`src/sv/firq31_ram.sv`:
```
// generic single-write, single-read ram with registered read data
// no dependencies
`default_nettype none

module firq31_ram #(
  parameter int  WIDTH = 32,
  parameter int  DEPTH = 32,
  localparam int AW    = (DEPTH > 1) ? $clog2(DEPTH) : 1
) (
  input  wire logic             clk_i,
  input  wire logic             we_i,
  input  wire logic [AW-1:0]    waddr_i,
  input  wire logic [WIDTH-1:0] wdata_i,
  input  wire logic [AW-1:0]    raddr_i,
  output logic      [WIDTH-1:0] rdata_o
);

  logic [WIDTH-1:0] mem_q [DEPTH];
  logic [WIDTH-1:0] rdata_q;

  always_ff @(posedge clk_i) begin
    if (we_i) begin
      mem_q[waddr_i] <= wdata_i;
    end
    rdata_q <= mem_q[raddr_i];
  end

  assign rdata_o = rdata_q;

endmodule

`default_nettype wire

```
`config.mk`:
```
export PLATFORM = sky130hd
export DESIGN_NAME = firq31_ram
export DESIGN_NICKNAME = d
export VERILOG_FILES = /design/src/sv/firq31_ram.sv
export SDC_FILE = /design/constraint.sdc
export NUM_CORES = 1
export LEC_CHECK = 0
export BUFFER_PORTS_ARGS = -buffer_cell sky130_fd_sc_hd__clkbuf_2
export CAP_MARGIN = 10
export CORE_AREA = 2 2 275 277
export CTS_CLUSTER_SIZE = 24
export DETAILED_ROUTE_END_ITERATION = 10
export DIE_AREA = 0 0 277 279
export GPL_TIMING_DRIVEN = 0
export HOLD_SLACK_MARGIN = 0.12
export PLACE_DENSITY = 0.71
export SKIP_CTS_REPAIR_TIMING = 1
export SYNTH_ARGS = -nofsm -noshare
export SYNTH_HDL_FRONTEND = slang
export SYNTH_SLANG_ARGS = --single-unit
```
`constraint.sdc`:
```
create_clock -name clk_i -period 2.95 [get_ports clk_i]
set_clock_uncertainty 0.1 [all_clocks]
set_input_delay 0.1475 -clock clk_i [delete_from_list [all_inputs] [get_ports clk_i]]
set_output_delay 0.1475 -clock clk_i [all_outputs]
set_load 0.03 [all_outputs]
```
# After elaboration in Yosys (flattened, before gate mapping)
# Memory sizes are Yosys's and may differ from the RTL's. A register that Yosys moved wholly into a read port is not among the register bits.
# Index checks and enable logic that the tools add are counted.
[classes]
mux = 2
[ops]
columns = ["op", "count"]
rows = [
  ["two-way mux 1 bit", 2],
]
[totals]
reg_bits = 0
ramBits = 1024
in_bits = 44
output_inout_bits = 32
wordCells = 3
n_memories = 1
[memory_table]
columns = ["memory", "words", "word_bits", "read_ports", "rd_clocked_by_memory_dff", "write_ports", "line", "source"]
rows = [
  ["mem_q", 32, 32, 1, 1, 1, "18", "logic [WIDTH-1:0] mem_q [DEPTH];"],
]

# Depth between registers and ports, before layout
[logic_depth]
depth_word = 2
depth_mapped = 8
mapped_depth_nobuf = 5

# Worst setup path before layout
# No wires, ideal clock.
[synth_timing]
kind = "input to register"
start = "in waddr_i[1]"
end = "mem mem_q[12][0], enable pin"
setup_time_ps = 421
t_arrival_ps = 2160
t_required_ps = 2429
setup_slack_ps = 268
path_stages = 3
n_path_buf = 1
path_cell_list = "or3b_2 > clkbuf_1 > nor2_1"
[synth_rtl]
columns = ["element", "line", "source"]
rows = [
  ["from (decl)", "12", "input wire logic [AW-1:0] waddr_i,"],
  ["to (decl)", "18", ""],
]
# No word-level cell before the write port.

==> results by group <==
Worst setup path
  • Cell Chain, Critical Path: clkbuf_2, nor2_1, buf_2, clkbuf_1, a22o_1, nor3_1, a31oi_1, nand3_1
  • Crit. End Element: register
  • CP Buf/Inv Count: 3
  • Critical path's slowest cell: a31oi_1
  • Crit path DAT: 2410 ps
  • CP startpoint kind: primary input
  • CP Class: primary input to register
  • Top delay family on crit path: buffers and inverters
  • Required @ worst endpoint: roughly 3300 ps
  • CP max stage delay: 570 ps
  • Max Fanout on Critical Path: 10

Synth
  • Largest family of logic cells by synthesized area: multiplexers
  • Mux cell area share after synthesis: between 10% and 20%
  • Synth Area in Adders: 0%
  • Synth warnings: 0
  • Top-area cell type share of the netlist area: 76.0%
  • EDFF count, synth: roughly 1000
  • Most numerous cell in the Yosys netlist: edfxtp_1
  • Synth Area in Simple Gates: between 3 and 4%
  • Main synth FF type: edfxtp_1
  • Post-synth ARST share: 0%
  • Sequential fraction of the synthesis area: between 70% and 80%
  • Synth Cell Area: slightly above 0.04 mm²
  • Post-synth cell types: 25
  • Top cells by area, synth: edfxtp_1 (76%), mux2i_1 (13%), a22oi_1 (1.8%)
  • Synth Area in XOR/XNOR: 0%
  • Syn Area/Cell: between 15 and 20 µm²
  • Commonest cells post-synth: edfxtp_1 (1024), mux2i_1 (512), nand2_1 (98), nand3_1 (98)
  • Cells after Synth: between 2000 and 2500
  • Syn Nets: roughly 2300
  • Synth Register Bits: around 1100
  • Cell taking the most area after synthesis: edfxtp_1
  • Compound-Gate Fraction of Synth Area: 4.85%

STA
  • Final setup TNS: 0 ps
  • Final slew viol count: 0
  • Final Setup Violations: 0
  • RSZ-0062 raised after global routing: no
  • Hold Vio Cnt, Final: 0
  • Crit share post-route: a little over two thirds
  • Final worst slack: approximately 900 ps
  • Post-route minimum period: between 2000 and 2500 ps
  • Fmax: ~490 MHz
  • Max-Slew Margin vs Limit: approximately 28%
  • Worst-margin pin slew: 1080 ps

Die
  • Width of the die: around 280 µm
  • Core box area: around 0.074 mm²
  • Starting density of the core: between 50% and 60%
  • Die ar.: ~0.077 mm²
  • Num ports: 76
  • Cell row count: 100
  • Die Y: around 280 µm

Power and ir drop
  • Pleak: 0.0163 µW
  • PwrDens: between 600 and 700 mW/mm²
  • Final Total Pwr: 31500 µW
  • Worst vdd ir: 0.492 mV

Routing
  • Metal2 WL: between 40000 and 50000 µm
  • Highest Signal Layer: met5
  • Antenna-violating nets left: 0
  • DR vias: between 20000 and 25000
  • DR WL/cell: around 27 µm
  • DR DRC count: 0
  • First-pass iteration count of the detailed router: 5
  • M1 WL: 37000 µm
  • Routed WL: 94500 µm
  • DRT iter0 DRCs: about 2500
  • WL met3: 8280 µm
  • Vias per cell: around 6

Global routing
  • Largest net degree at the start of global routing: 33
  • Initial antenna violation count: 4
  • First-pass GRT wire length: 138000 µm
  • GRT Resource Usage Total: between 20 and 25%
  • GRT Residual Overflow: 0
  • Vias in the first global route: roughly 22000

Clock network
  • Clk sink count: 1056
  • Worst skew pair latency: 660 ps
  • CTS tree: yes
  • Clock root buffer: clkbuf_16
  • CTS clk-pin slew, worst paths: around 60 ps
  • Number of H-tree levels: 3
  • Clock buffer count from CTS: 102
  • Maximum number of buffers from clock root to sink: 3

Cells and area
  • Layout Nets: around 2500
  • Fraction of layout cells with a size suffix above 1: roughly 15%
  • # fillers: between 5000 and 6000
  • Final Util: between 60% and 70%
  • Multi-input logic area: ~0.0086 mm²
  • Synth-to-Final Area Change: 14.7%
  • Reg area: roughly 0.031 mm²

Placement
  • I/O Buffers: 74
  • Place WS: around 340 ps
  • GP Congestion: 0.844
  • Post-DP HPWL: approximately 60000 µm

Hold path
  • HP Class: primary input to register

Run status
  • Status: completed

Run
  • Max_cap viols: 0
## worst paths after layout
path	slack, ps	from	depth (start not counted)	to
setup / recovery	900	raddr_i[1]	8	rdata_o[12]
hold / removal	70	wdata_i[23]	1	mem_q[15][23]
setup reg to reg	1030	mem_q[5][12]	5	rdata_o[12]
hold reg to reg	510	mem_q[26][7]	4	rdata_o[7]
## layer usage
metal / up-vias / global-route usage (%)
met2: 993 / 40.9
met1: 11000 / 32.9
met3: 169 / 4.34
met5: - / 0
li1: 9397 / -
met4: 2 / 8.05
## layout by cell type, fill, tap and decap left out, types with 3 or more instances in the layout
cell           count
edfxtp_1        1024
mux2i_1          512
clkbuf_16        107
nand2_1           98
nand3_1           98
a22oi_1           96
a21oi_1           96
clkbuf_2          74
a22o_1            64
clkbuf_1          61
buf_4             33
nor3_1            32
a31oi_1           32
nor2_4            32
dfxtp_1           32
clkinv_2          29
buf_2             26
buf_12            24
clkinv_1          18
buf_6             15
bufinv_16         11
buf_16             8
clkinvlp_4         6
buf_1              5
nand3b_1           5
dlygate4sd3_1      4
or3b_2             3
## cell families after synthesis
| kind of cell | count (synthesis) |
|---|---|
| AND/OR/NAND/NOR | 277 |
| flip-flops | 1056 |
| buffers and inverters | 127 |
| AO/OA/AOI/OAI | 288 |
| multiplexers | 512 |
## worst register-to-register path, delay by kind of cell, from the launching register on
family	cells	cell delay, ps
compound gates	2	720
flops	1	370
mux	1	140
simple gates	2	370
## registers in the layout, summed over array words and instances, names as in the netlist
register and flops:
mem_q 1024, rdata_o 32
## stage by stage
step,area [µm²],hold WS (ps),std cells
finish,46400,74.3,3531
global route,46400,120,3531
CTS,46400,12.8,3525
detailed placement,43000,491,3335
global placement,42100,491,3303
floorplan,40500,146,2260
## cell type report
type	count	area share, %
clock inverters	67	1.35
well taps	969	2.61
multi-input cells	1077	18.5
repair buffers	110	2.39
plain buffers	127	1.62
clock buffers	123	5.92
diodes	2	0.0108
flip-flops and latches	1056	67.6
## power by group
part / internal, µW / leakage [µW] / total (µW) / switching (µW)
Combinational: 538 / 0.00512 / 1780 / 1250
Sequential: 16700 / 0.00949 / 16700 / 58.4
Clock: 7590 / 0.00166 / 13000 / 5400
Total: 24800 / 0.0163 / 31500 / 6710
No activity file was read; power rests on OpenSTA's default activity.
